`src/rtl/scc_pkg.sv`:
```
// Shared types, codes and helpers for the strongly connected components block.
// Used by the controller, the datapath, the top level and the checker.
package scc_pkg;

  localparam int VERTEX_LIMIT         = 32;
  localparam int DEFAULT_MAX_VERTICES = 32;

  localparam logic REQ_WRITE   = 1'b0;
  localparam logic REQ_COMPUTE = 1'b1;

  typedef struct packed {
    logic        req_type;
    logic [4:0]  row_index;
    logic [31:0] row_bits;
  } item_word_t;

  typedef struct packed {
    logic [4:0] vertex;
    logic [4:0] component;
    logic [5:0] component_total;
    logic       last;
  } result_word_t;

  typedef enum logic [1:0] {
    ST_IDLE,
    ST_PASS1,
    ST_PASS2,
    ST_EMIT
  } state_t;

  typedef enum logic [2:0] {
    OP_NONE,
    OP_ROW_WRITE,
    OP_LOAD,
    OP_WALK_T,
    OP_INIT2,
    OP_WALK,
    OP_EMIT_INIT,
    OP_EMIT
  } op_t;

  typedef struct packed {
    logic pass1_done;
    logic pass2_done;
    logic out_free;
    logic emit_last;
  } status_t;

  // Lowest set bit: {found, index}. Isolate it, then encode with an OR tree.
  function automatic logic [5:0] first_set(input logic [31:0] x);
    logic [31:0] low;
    logic [4:0]  idx;
    low = x & (~x + 32'd1);
    idx = '0;
    for (int i = 0; i < 32; i++) begin
      if (low[i]) idx = idx | 5'(i);
    end
    return {|x, idx};
  endfunction

endpackage

```
`src/rtl/strongly_connected_components.sv`:
```
// Top level of the strongly connected components block (Kosaraju, two passes).
// Depends on scc_pkg, scc_ctrl and scc_datapath.
//
//  channel  | signals                          | word
//  ---------+----------------------------------+----------------------------
//  item     | item_valid / item_ready / item   | item_word_t: row write or compute
//  result   | result_valid / result_ready / .. | result_word_t: one per vertex
//  config   | cfg_write / cfg_data             | vertex_count, no read-back
//
// A row write leaves the block idle, ready for the next item. A compute runs the
// transposed pass, then the labeling pass (plus a skip step per finish-order
// root already labeled), then emits one result word per vertex in use; a stalled
// result holds the emit sequence. Each walk step pushes or pops the stack as the
// neighbor select and lowest-bit search decide, or skips a labeled root. Reset
// is synchronous; it clears the graph and vertex_count returns to 32.
module strongly_connected_components
  import scc_pkg::*;
#(
  parameter int MAX_VERTICES = DEFAULT_MAX_VERTICES
) (
  input  logic         clk,
  input  logic         rst,
  input  logic         item_valid,
  output logic         item_ready,
  input  item_word_t   item,
  output logic         result_valid,
  input  logic         result_ready,
  output result_word_t result,
  input  logic         cfg_write,
  input  logic [5:0]   cfg_data
);

  op_t     op;
  status_t status;

  scc_ctrl u_ctrl (
    .clk           (clk),
    .rst           (rst),
    .item_valid    (item_valid),
    .item_req_type (item.req_type),
    .item_ready    (item_ready),
    .status        (status),
    .op            (op)
  );

  scc_datapath #(
    .MAX_VERTICES (MAX_VERTICES)
  ) u_datapath (
    .clk          (clk),
    .rst          (rst),
    .op           (op),
    .status       (status),
    .item         (item),
    .cfg_write    (cfg_write),
    .cfg_data     (cfg_data),
    .result_ready (result_ready),
    .result_valid (result_valid),
    .result       (result)
  );

endmodule

```
`src/rtl/scc_ctrl.sv`:
```
// Sequencer for the two depth-first passes and the result burst.
// Depends on scc_pkg; drives scc_datapath through op_t and reads status_t.
module scc_ctrl
  import scc_pkg::*;
(
  input  logic    clk,
  input  logic    rst,
  input  logic    item_valid,
  input  logic    item_req_type,
  output logic    item_ready,
  input  status_t status,
  output op_t     op
);

  state_t state, state_next;

  always_ff @(posedge clk) begin
    if (rst) begin
      state <= ST_IDLE;
    end else begin
      state <= state_next;
    end
  end

  always_comb begin
    state_next = state;
    unique case (state)
      ST_IDLE: begin
        if (item_valid && item_req_type == REQ_COMPUTE) state_next = ST_PASS1;
      end
      ST_PASS1: begin
        if (status.pass1_done) state_next = ST_PASS2;
      end
      ST_PASS2: begin
        if (status.pass2_done) state_next = ST_EMIT;
      end
      ST_EMIT: begin
        if (status.out_free && status.emit_last) state_next = ST_IDLE;
      end
      default: state_next = ST_IDLE;
    endcase
  end

  always_comb begin
    item_ready = 1'b0;
    op         = OP_NONE;
    unique case (state)
      ST_IDLE: begin
        item_ready = 1'b1;
        if (item_valid) begin
          op = (item_req_type == REQ_COMPUTE) ? OP_LOAD : OP_ROW_WRITE;
        end
      end
      ST_PASS1: begin
        op = status.pass1_done ? OP_INIT2 : OP_WALK_T;
      end
      ST_PASS2: begin
        op = status.pass2_done ? OP_EMIT_INIT : OP_WALK;
      end
      ST_EMIT: begin
        if (status.out_free) op = OP_EMIT;
      end
      default: op = OP_NONE;
    endcase
  end

endmodule

```
`src/rtl/scc_datapath.sv`:
```
// Graph storage, walk stack, finish order, labels and the result register.
// Depends on scc_pkg; each op from scc_ctrl performs one step per cycle.
module scc_datapath
  import scc_pkg::*;
#(
  parameter int MAX_VERTICES = DEFAULT_MAX_VERTICES
) (
  input  logic         clk,
  input  logic         rst,
  input  op_t          op,
  output status_t      status,
  input  item_word_t   item,
  input  logic         cfg_write,
  input  logic [5:0]   cfg_data,
  input  logic         result_ready,
  output logic         result_valid,
  output result_word_t result
);

  localparam int         VCAP   = (MAX_VERTICES < VERTEX_LIMIT) ? MAX_VERTICES : VERTEX_LIMIT;
  localparam logic [5:0] VCAP_W = 6'(VCAP);

  logic [31:0] adj [VERTEX_LIMIT];
  logic [4:0]  stack [VERTEX_LIMIT];
  logic [4:0]  finish [VERTEX_LIMIT];
  logic [4:0]  comp [VERTEX_LIMIT];

  logic [5:0]  vertex_count;
  logic [5:0]  n;
  logic [31:0] nmask;
  logic [31:0] visited;
  logic [4:0]  top;
  logic [5:0]  depth;
  logic [5:0]  fin;
  logic [5:0]  ptr;
  logic [5:0]  counter;
  logic [4:0]  label;
  logic [4:0]  idx;

  logic [5:0]  n_clamp;
  logic [31:0] nmask_clamp;
  logic [31:0] col;
  logic [31:0] open_set;
  logic [5:0]  open_pick;
  logic [5:0]  root_pick;
  logic [4:0]  cand;
  logic [4:0]  below_top;
  logic [4:0]  n_last;
  logic        row_ok;

  always_comb begin
    if (vertex_count == 6'd0) begin
      n_clamp = 6'd1;
    end else if (vertex_count > VCAP_W) begin
      n_clamp = VCAP_W;
    end else begin
      n_clamp = vertex_count;
    end
    nmask_clamp = (n_clamp == 6'd32) ? '1 : ((32'd1 << n_clamp[4:0]) - 32'd1);
  end

  always_comb begin
    for (int k = 0; k < VERTEX_LIMIT; k++) begin
      col[k] = adj[k][top];
    end
  end

  assign open_set  = ((op == OP_WALK_T) ? col : adj[top]) & nmask & ~visited;
  assign open_pick = first_set(open_set);
  assign root_pick = first_set(nmask & ~visited);
  assign cand      = finish[5'(ptr - 6'd1)];
  assign below_top = stack[5'(depth - 6'd2)];
  assign n_last    = 5'(n - 6'd1);
  assign row_ok    = {1'b0, item.row_index} < VCAP_W;

  assign status.pass1_done = (depth == 6'd0) && !root_pick[5];
  assign status.pass2_done = (depth == 6'd0) && (ptr == 6'd0);
  assign status.out_free   = !result_valid || result_ready;
  assign status.emit_last  = (idx == n_last);

  always_ff @(posedge clk) begin
    if (rst) begin
      vertex_count <= 6'd32;
      result_valid <= 1'b0;
      depth        <= '0;
      visited      <= '0;
      counter      <= '0;
      for (int r = 0; r < VERTEX_LIMIT; r++) begin
        adj[r] <= '0;
      end
    end else begin
      if (cfg_write) vertex_count <= cfg_data;
      if (result_ready && op != OP_EMIT) result_valid <= 1'b0;
      unique case (op)
        OP_NONE: begin
        end
        OP_ROW_WRITE: begin
          if (row_ok) adj[item.row_index] <= item.row_bits;
        end
        OP_LOAD: begin
          n       <= n_clamp;
          nmask   <= nmask_clamp;
          visited <= '0;
          depth   <= '0;
          fin     <= '0;
        end
        OP_WALK_T: begin
          if (depth == 6'd0) begin
            stack[0]               <= root_pick[4:0];
            top                    <= root_pick[4:0];
            depth                  <= 6'd1;
            visited[root_pick[4:0]] <= 1'b1;
          end else if (open_pick[5]) begin
            stack[depth[4:0]]       <= open_pick[4:0];
            top                     <= open_pick[4:0];
            depth                   <= depth + 6'd1;
            visited[open_pick[4:0]] <= 1'b1;
          end else begin
            // pop and record the finished vertex
            depth           <= depth - 6'd1;
            top             <= below_top;
            finish[fin[4:0]] <= top;
            fin             <= fin + 6'd1;
          end
        end
        OP_INIT2: begin
          visited <= '0;
          ptr     <= n;
          counter <= '0;
        end
        OP_WALK: begin
          if (depth == 6'd0) begin
            // next root in reverse finish order; skip it if already labeled
            ptr <= ptr - 6'd1;
            if (!visited[cand]) begin
              stack[0]      <= cand;
              top           <= cand;
              depth         <= 6'd1;
              visited[cand] <= 1'b1;
              comp[cand]    <= counter[4:0];
              label         <= counter[4:0];
              counter       <= counter + 6'd1;
            end
          end else if (open_pick[5]) begin
            stack[depth[4:0]]       <= open_pick[4:0];
            top                     <= open_pick[4:0];
            depth                   <= depth + 6'd1;
            visited[open_pick[4:0]] <= 1'b1;
            comp[open_pick[4:0]]    <= label;
          end else begin
            depth <= depth - 6'd1;
            top   <= below_top;
          end
        end
        OP_EMIT_INIT: begin
          idx <= '0;
        end
        OP_EMIT: begin
          result_valid           <= 1'b1;
          result.vertex          <= idx;
          result.component       <= comp[idx];
          result.component_total <= counter;
          result.last            <= (idx == n_last);
          idx                    <= idx + 5'd1;
        end
        default: begin
        end
      endcase
    end
  end

endmodule

```
`config.mk`:
```
export PLATFORM = sky130hd
export DESIGN_NAME = strongly_connected_components
export DESIGN_NICKNAME = d
export VERILOG_FILES = /design/src/rtl/scc_pkg.sv /design/src/rtl/strongly_connected_components.sv /design/src/rtl/scc_ctrl.sv /design/src/rtl/scc_datapath.sv
export SDC_FILE = /design/constraint.sdc
export NUM_CORES = 2
export LEC_CHECK = 0
export BUFFER_PORTS_ARGS = -buffer_cell sky130_fd_sc_hd__buf_2
export CORE_UTILIZATION = 35
export CTS_CLUSTER_DIAMETER = 80
export DETAILED_ROUTE_END_ITERATION = 8
export HOLD_SLACK_MARGIN = 0.05
export PLACE_DENSITY_LB_ADDON = 0.05
export RECOVER_POWER = 50
export SKIP_CTS_REPAIR_TIMING = 1
export SLEW_MARGIN = 25
export SYNTH_ARGS = -nofsm -noshare
export SYNTH_HDL_FRONTEND = slang
export SYNTH_SLANG_ARGS = --single-unit
export TNS_END_PERCENT = 30
```
`constraint.sdc`:
```
create_clock -name clk -period 7.5 [get_ports clk]
set_input_delay 0.375 -clock clk [delete_from_list [all_inputs] [get_ports clk]]
set_output_delay 0.375 -clock clk [all_outputs]
set_load 0.05 [all_outputs]
```
Word-level counts from Yosys, hierarchy flattened
Memory sizes are Yosys's and may differ from the RTL's. A register that Yosys moved wholly into a read port is not among the register bits.
Index checks and enable logic that the tools add are counted.
{"block": "totals", "ff_bits": 130, "ramBits": 1504, "in_bits": 49, "output_inout_bits": 19, "wordCells": 417, "mem_count": 4}
{"block": "classes", "add_sub_neg": 11, "order_cmp": 8, "eq_ne": 23, "n_shift": 1, "mux": 296, "bitwise_logic": 14, "n_reduce_logical": 44}
{"memory": "u_datapath.adj", "words": 32, "word_bits": 32, "rd": 33, "rd_ports_with_merged_regs": 1, "write_ports": 32, "line": "scc_datapath.sv:23", "rtl": "logic [31:0] adj [VERTEX_LIMIT];"}
{"memory": "u_datapath.comp", "words": 32, "word_bits": 5, "rd": 1, "rd_ports_with_merged_regs": 1, "write_ports": 1, "line": "scc_datapath.sv:26", "rtl": "logic [4:0] comp [VERTEX_LIMIT];"}
{"memory": "u_datapath.finish", "words": 32, "word_bits": 5, "rd": 1, "rd_ports_with_merged_regs": 0, "write_ports": 1, "line": "scc_datapath.sv:25", "rtl": "logic [4:0] finish [VERTEX_LIMIT];"}
{"memory": "u_datapath.stack", "words": 32, "word_bits": 5, "rd": 1, "rd_ports_with_merged_regs": 0, "write_ports": 1, "line": "scc_datapath.sv:24", "rtl": "logic [4:0] stack [VERTEX_LIMIT];"}
{"operator": "$mux 32", "count": 22}
{"operator": "$mux 5", "count": 67}
{"operator": "$mux 6", "count": 44}
{"operator": "$bmux 1 s5", "count": 33}
{"operator": "$and 32x32->32", "count": 5}
{"operator": "$not 32->32", "count": 3}
{"operator": "$or 32x32->32", "count": 3}
{"operator": "$pmux 32 s3", "count": 1}
{"operator": "$reduce_or 32->1", "count": 3}
{"operator": "$mux 1", "count": 73}
{"operator": "$add 32x1->32 const B", "count": 2}
{"operator": "$mux 4", "count": 16}
{"operator": "$mux 3", "count": 13}
{"operator": "$pmux 6 s2", "count": 3}
{"operator": "$mux 17", "count": 2}
{"operator": "$shl 1x5->32 const A", "count": 1}
{"operator": "$sub 32x1->32 const B", "count": 1}
{"operator": "$mux 2", "count": 14}
{"operator": "$lt 5x6->1 const B", "count": 4}
{"operator": "$pmux 5 s2", "count": 2}
{"operator": "$add 6x1->6 const B", "count": 3}
{"operator": "$logic_not 6->1", "count": 3}
{"operator": "$pmux 6 s3", "count": 1}
{"operator": "$demux 1 s5", "count": 3}
{"operator": "other kinds (34)", "count": 75}

Logic depth before layout (Yosys ltp)
{"block": "depth", "ltp_word": 59, "mapped_depth": 23, "ltp_nobuf": 17}

Cells and area by module
From an unflattened synthesis, not the netlist that was laid out.
{"block": "hier_totals", "hier_cells": 6093, "area_unflattened_um2": 84621.2}
{"module": "scc_datapath", "n_inst": 1, "cells_each": 6066, "area_per_inst_um2": 84368.4, "seq_area_each_um2": 48716.7}
{"module": "scc_ctrl", "n_inst": 1, "cells_each": 27, "area_per_inst_um2": 252.7, "seq_area_each_um2": 40.0}

Worst setup path before layout
Ideal clock, no wire load.
{"block": "synth_path", "kind": "reg2reg", "from": "register u_datapath.ptr[0]", "to": "memory u_datapath.stack[0][4] (data pin)", "setup_time_ns": 0.377, "arrival_ns": 5.534, "slack_ns": 1.589, "path_stages_with_launch": 18, "cell_sequence": "edfxtp_1 > buf_4 > buf_6 > buf_6 > inv_1 > ha_1 > buf_1 > buf_1 > mux4_2 > mux4_2 > mux2_2 > nor2_2 > nand2_1 > o22ai_1 > nor4_4 > nor4_4 > mux2_2 > a21oi_1"}
{"block": "synth_via", "elab_chain_cells": 29}
{"item": "from (decl)", "line": "scc_datapath.sv:35", "rtl": "logic [5:0] ptr;"}
{"item": "from (signal assigned)", "line": "scc_datapath.sv:128", "rtl": "ptr <= n;"}
{"item": "from (signal assigned)", "line": "scc_datapath.sv:134", "rtl": "ptr <= ptr - 6'd1;"}
{"item": "$logic_not 6->1", "line": "scc_datapath.sv:77", "rtl": "assign status.pass2_done = (depth == 6'd0) && (ptr == 6'd0);"}
{"item": "$logic_and 1x1->1", "line": "scc_datapath.sv:77"}
{"item": "$mux 2", "line": "scc_ctrl.sv:58", "rtl": "op = status.pass2_done ? OP_EMIT_INIT : OP_WALK;"}
{"item": "$pmux 3 s4", "line": "scc_ctrl.sv:47", "rtl": "unique case (state)"}
{"item": "$eq 3x2->1", "line": "scc_datapath.sv:68, scc_datapath.sv:94"}
{"item": "$mux 32", "line": "scc_datapath.sv:68", "rtl": "assign open_set = ((op == OP_WALK_T) ? col : adj[top]) & nmask & ~visited;"}
{"item": "$and 32x32->32 (2 in a row)", "line": "scc_datapath.sv:68"}
{"item": "$not 32->32", "line": "scc_pkg.sv:53", "rtl": "low = x & (~x + 32'd1);"}
{"item": "$add 32x1->32", "line": "scc_pkg.sv:53"}
{"item": "$and 32x32->32", "line": "scc_pkg.sv:53"}
{"item": "$mux 5 (16 in a row)", "line": "scc_pkg.sv:56", "rtl": "if (low[i]) idx = idx | 5'(i);"}
{"item": "$mux 5 (no line)"}
{"item": "$mux 5 (no line) *"}
{"item": "to (decl)", "line": "scc_datapath.sv:24"}
Every way passes the cells marked *; elsewhere a longest branch is shown, timed or not. The select of a mux whose other input is x is not followed.

Final worst setup path
{"block": "layout_path", "from": "register u_datapath.nmask[5]", "to": "memory u_datapath.comp[3][1] (enable)"}
{"block": "layout_via", "elab_chain_cells": 45}
{"item": "from (decl)", "line": "scc_datapath.sv:30", "rtl": "logic [31:0] nmask;"}
{"item": "from (signal assigned)", "line": "scc_datapath.sv:102", "rtl": "nmask <= nmask_clamp;"}
{"item": "$and 32x32->32", "line": "scc_datapath.sv:70", "rtl": "assign root_pick = first_set(nmask & ~visited);"}
{"item": "$reduce_or 32->1", "line": "scc_pkg.sv:58", "rtl": "return {|x, idx};"}
{"item": "$logic_not 1->1", "line": "scc_datapath.sv:76", "rtl": "assign status.pass1_done = (depth == 6'd0) && !root_pick[5];"}
{"item": "$logic_and 1x1->1", "line": "scc_datapath.sv:76"}
{"item": "$mux 3", "line": "scc_ctrl.sv:55", "rtl": "op = status.pass1_done ? OP_INIT2 : OP_WALK_T;"}
{"item": "$pmux 3 s4", "line": "scc_ctrl.sv:47"}
{"item": "$eq 3x2->1", "line": "scc_datapath.sv:68"}
{"item": "$mux 32", "line": "scc_datapath.sv:68"}
{"item": "[... 3 more ...]"}
{"item": "$add 32x1->32", "line": "scc_pkg.sv:53"}
{"item": "$and 32x32->32", "line": "scc_pkg.sv:53"}
{"item": "$mux 1", "line": "scc_pkg.sv:56"}
{"item": "$mux 2 (2 in a row)", "line": "scc_pkg.sv:56"}
{"item": "$mux 3 (4 in a row)", "line": "scc_pkg.sv:56"}
{"item": "$mux 4 (8 in a row)", "line": "scc_pkg.sv:56"}
{"item": "$mux 5 (16 in a row)", "line": "scc_pkg.sv:56"}
{"item": "$mux 5 (no line)"}
{"item": "to (decl)", "line": "scc_datapath.sv:26"}
Parallel ways exist; a longest one is shown, timed or not.

==> impl_results.md <==
* Outcome: finished, violations left
* Failing checks: max-capacitance violations, max-slew violations
* Worst hold-check path type: primary input to flop
* Flops & latches, synth at 1,643
* Die area at 0.2430 mm²
* Reg-to-Reg Start: u_datapath.nmask[5]
* Proportion of layout cells with a drive suffix above 1 at 0.2244
* Post-synth EDFFs at 1,585
* Post-synth ARST share at 0
* Commonest non-fill, non-tap cell in the layout: edfxtp_1
* Final Non-Filler Cells at 9,229
* Chip width at 493.0 µm
* H-Tree Depth at 4
* Place WS at 0.9309 ns
* Port Buffer Count at 67
* Fin nets at 5,964
* Antenna-violating nets left at 0
* Max_cap viols at 21
* Die Y at 493.0 µm
* Synth area leaders: edfxtp_1 (56%), mux4_2 (16%), and2_1 (7.8%)
* Worst Hold Path EP: u_ctrl.state[0]
* RSZ-0062 raised after global routing: false
* Iteration-0 DRC Markers at 7,146
* Fillers at 22,240
* # IOs at 68
* WL/cell at 37.56 µm
* Yosys cell types at 112
* DP Wirelength at 248,500 µm
* R2r endpoint: u_datapath.comp[3][1]
* Syn avg cell area at 14.55 µm²
* Worst clock skew at 0.04691 ns
* Synth top area share at 0.5641
* Area Overhead vs Synth at 12.88%
* Final hold vios at 0
* Rel. slew slack at -1.477
* Min cycle time layout at 6.893 ns
* Register area at 0.04878 mm²
* Clock root buffer: clkbuf_16
* Clock buffer depth at 3
* FP Rows at 179
* Post-Synthesis Cells at 5,801
* Count of pins over their slew limit at 647
* DRC at 0
* Yosys warnings at 0
* PwrDens at 282.3 mW/mm²
* Vias in the first global route at 54,270
* Final WL at 346,600 µm
* Startpoint Class: flop
* Via density at 5.959
* Starting Density at 0.3534
* Multi-input gate area at 0.03325 mm²
* Tcrit/Tclk final at 0.9191
* Fin Setup TNS at 0 ns
* Register area share after synthesis at 0.5778
* Leakage Power at 32.01 nW
* GRT overflow at 0
* CTS tree: done
* Largest net degree at the start of global routing at 74
* Critical setup path kind: flop to flop
* Reg2Reg Depth at 16
* F_max at 145.1 MHz
* Post-Syn Area at 0.08438 mm²
* WHS Path Cells at 5
* Worst Hold Launch: item_valid
* Maximum VDD drop at 0.1912 mV
* Clock Latency Late Sink at 0.89 ns
* Cell taking the most area after synthesis: edfxtp_1
* Commonest cells after routing, fill and taps aside: edfxtp_1 (1,585), and2_1 (716), mux4_2 (601), and2_0 (330), nor2_1 (252)
* Initial antenna violation count at 32
* Critical path required time at 8.01 ns
* R2r setup slk at 0.61 ns
* Setup slack after layout at 0.6067 ns
* CP endpoint kind: flop
* Clk pin slew, worst setup/hold paths at 0.06 ns
* Total number of vias at 55,000
* Final hold slack at 0.07818 ns
* Clock sink count at 1,643
* Total GRT Usage at 0.2825
* Core ar. at 0.2387 mm²
* DR pass1 iterations at 5
* Routability Congestion at 1.038
* Total CTS buffers at 194
* Main synth FF type: edfxtp_1
* # setup viols final at 0
* Worst-Margin Slew at 3.716 ns
* CP Data Arrival Time at 7.40 ns
* Mapped Nets at 5,870
* Critical Path Fanout Max at 12
* First-pass GRT wire length at 474,300 µm
* Placed Instances at 8,845
## through the flow
step	util	total power, mW	instance area, µm²
floorplan	-	14.60	84380
global placement	0.3736	17.62	89180
detailed placement	0.3739	17.59	89270
CTS	0.3997	26.91	95420
global route	0.3989	27.54	95230
finish	0.3989	26.89	95250
## final cells by class
cell class / instances / share of cell area
Sequential cell: 1643 / 0.5121
Inverter: 42 / 0.001681
Timing Repair Buffer: 390 / 0.03062
Antenna cell: 9 / 0.0002365
Multi-Input combinational cell: 3624 / 0.3491
Clock buffer: 249 / 0.05411
Clock inverter: 105 / 0.01048
Tap cell: 3167 / 0.04160
## routing by layer
layer	track usage	vias up	wire length (µm)
met3	0.05028	621	26030
met4	0.1351	8	19360
li1	-	22650	-
met1	0.3850	29000	144700
met2	0.4365	2716	156500
met5	0	-	54
## logic make-up (layout without fill, tap and decap cells)
group                      Yosys count  in the layout  share of synthesized area
and+or+nand+nor                   2022           2022                     0.1344
DFF                               1643           1643                     0.5778
muxes                              855            855                     0.1914
AOI/OAI and AO/OA                  699            699                    0.05786
buffers and inverters              534            786                    0.03253
xor gates and xnor gates            27             27                   0.002803
adders and majority gates           20             20                   0.003055
other                                1             10                 0.00004444
## where the power goes
group / leakage [nW] / internal [mW] / total (mW) / switching (mW)
sequential: 15.7 / 10.6 / 11.1 / 0.488
clock: 2.99 / 5.27 / 9.32 / 4.04
combinational: 13.3 / 2.08 / 6.52 / 4.44
total: 32.0 / 17.9 / 26.9 / 8.97
## worst max-delay path, cell delays in order, from the launching register on
cell and delay (ns):
edfxtp_1 0.48, nor2b_1 0.18, buf_4 0.19, nor4_1 0.46, nand3_1 0.17, clkbuf_1 0.34, o41a_1 0.51, nand2_1 0.50
clkbuf_1 0.82, mux2i_1 0.36, nand3_1 0.20, or3b_1 0.38, a221oi_2 0.31, nand4_1 0.35, o21ai_2 0.38, nand3_1 0.39
nor2b_1 0.49
## synthesized netlist by cell type (36+ instances only)
cell	n
nand2_1	242
and2_1	1046
clkbuf_1	313
mux2i_1	208
nand2b_1	56
buf_4	57
o22ai_1	44
edfxtp_1	1585
buf_6	54
nor2b_1	78
nor2_1	274
nor3_1	54
o21ai_0	130
nand3_1	97
a21oi_1	135
nand4_1	36
a22oi_1	94
mux4_2	601
dfxtp_1	58
inv_1	37
mux2_2	42
## how the worst max path moves through the flow
stage                             start                      to  slack (ns)  cells after the start
global route        u_datapath.nmask[5]   u_datapath.comp[7][0]        0.37                     17
CTS                   u_datapath.top[0]   u_datapath.comp[4][2]        0.95                     16
floorplan             u_datapath.ptr[0]  u_datapath.stack[0][4]        1.59                     17
finish              u_datapath.nmask[5]   u_datapath.comp[3][1]        0.61                     16
global placement      u_datapath.top[0]   u_datapath.comp[4][2]        1.08                     16
detailed placement    u_datapath.top[0]   u_datapath.comp[4][2]        0.93                     16
## state kept, by name (all words and copies together), names as in the netlist, named ones only
register and count:
u_datapath.label 5, u_datapath.adj 1024, u_datapath.result 17, u_datapath.depth 6, u_datapath.nmask 32, u_datapath.result_valid 1
u_datapath.counter 6, u_datapath.top 5, u_datapath.vertex_count 6, u_datapath.finish 160, u_datapath.n 6, u_datapath.ptr 6
u_datapath.idx 5, u_datapath.visited 32, u_datapath.stack 160, u_ctrl.state 2, u_datapath.comp 160, u_datapath.fin 5
(Power assumes the default switching activity.)
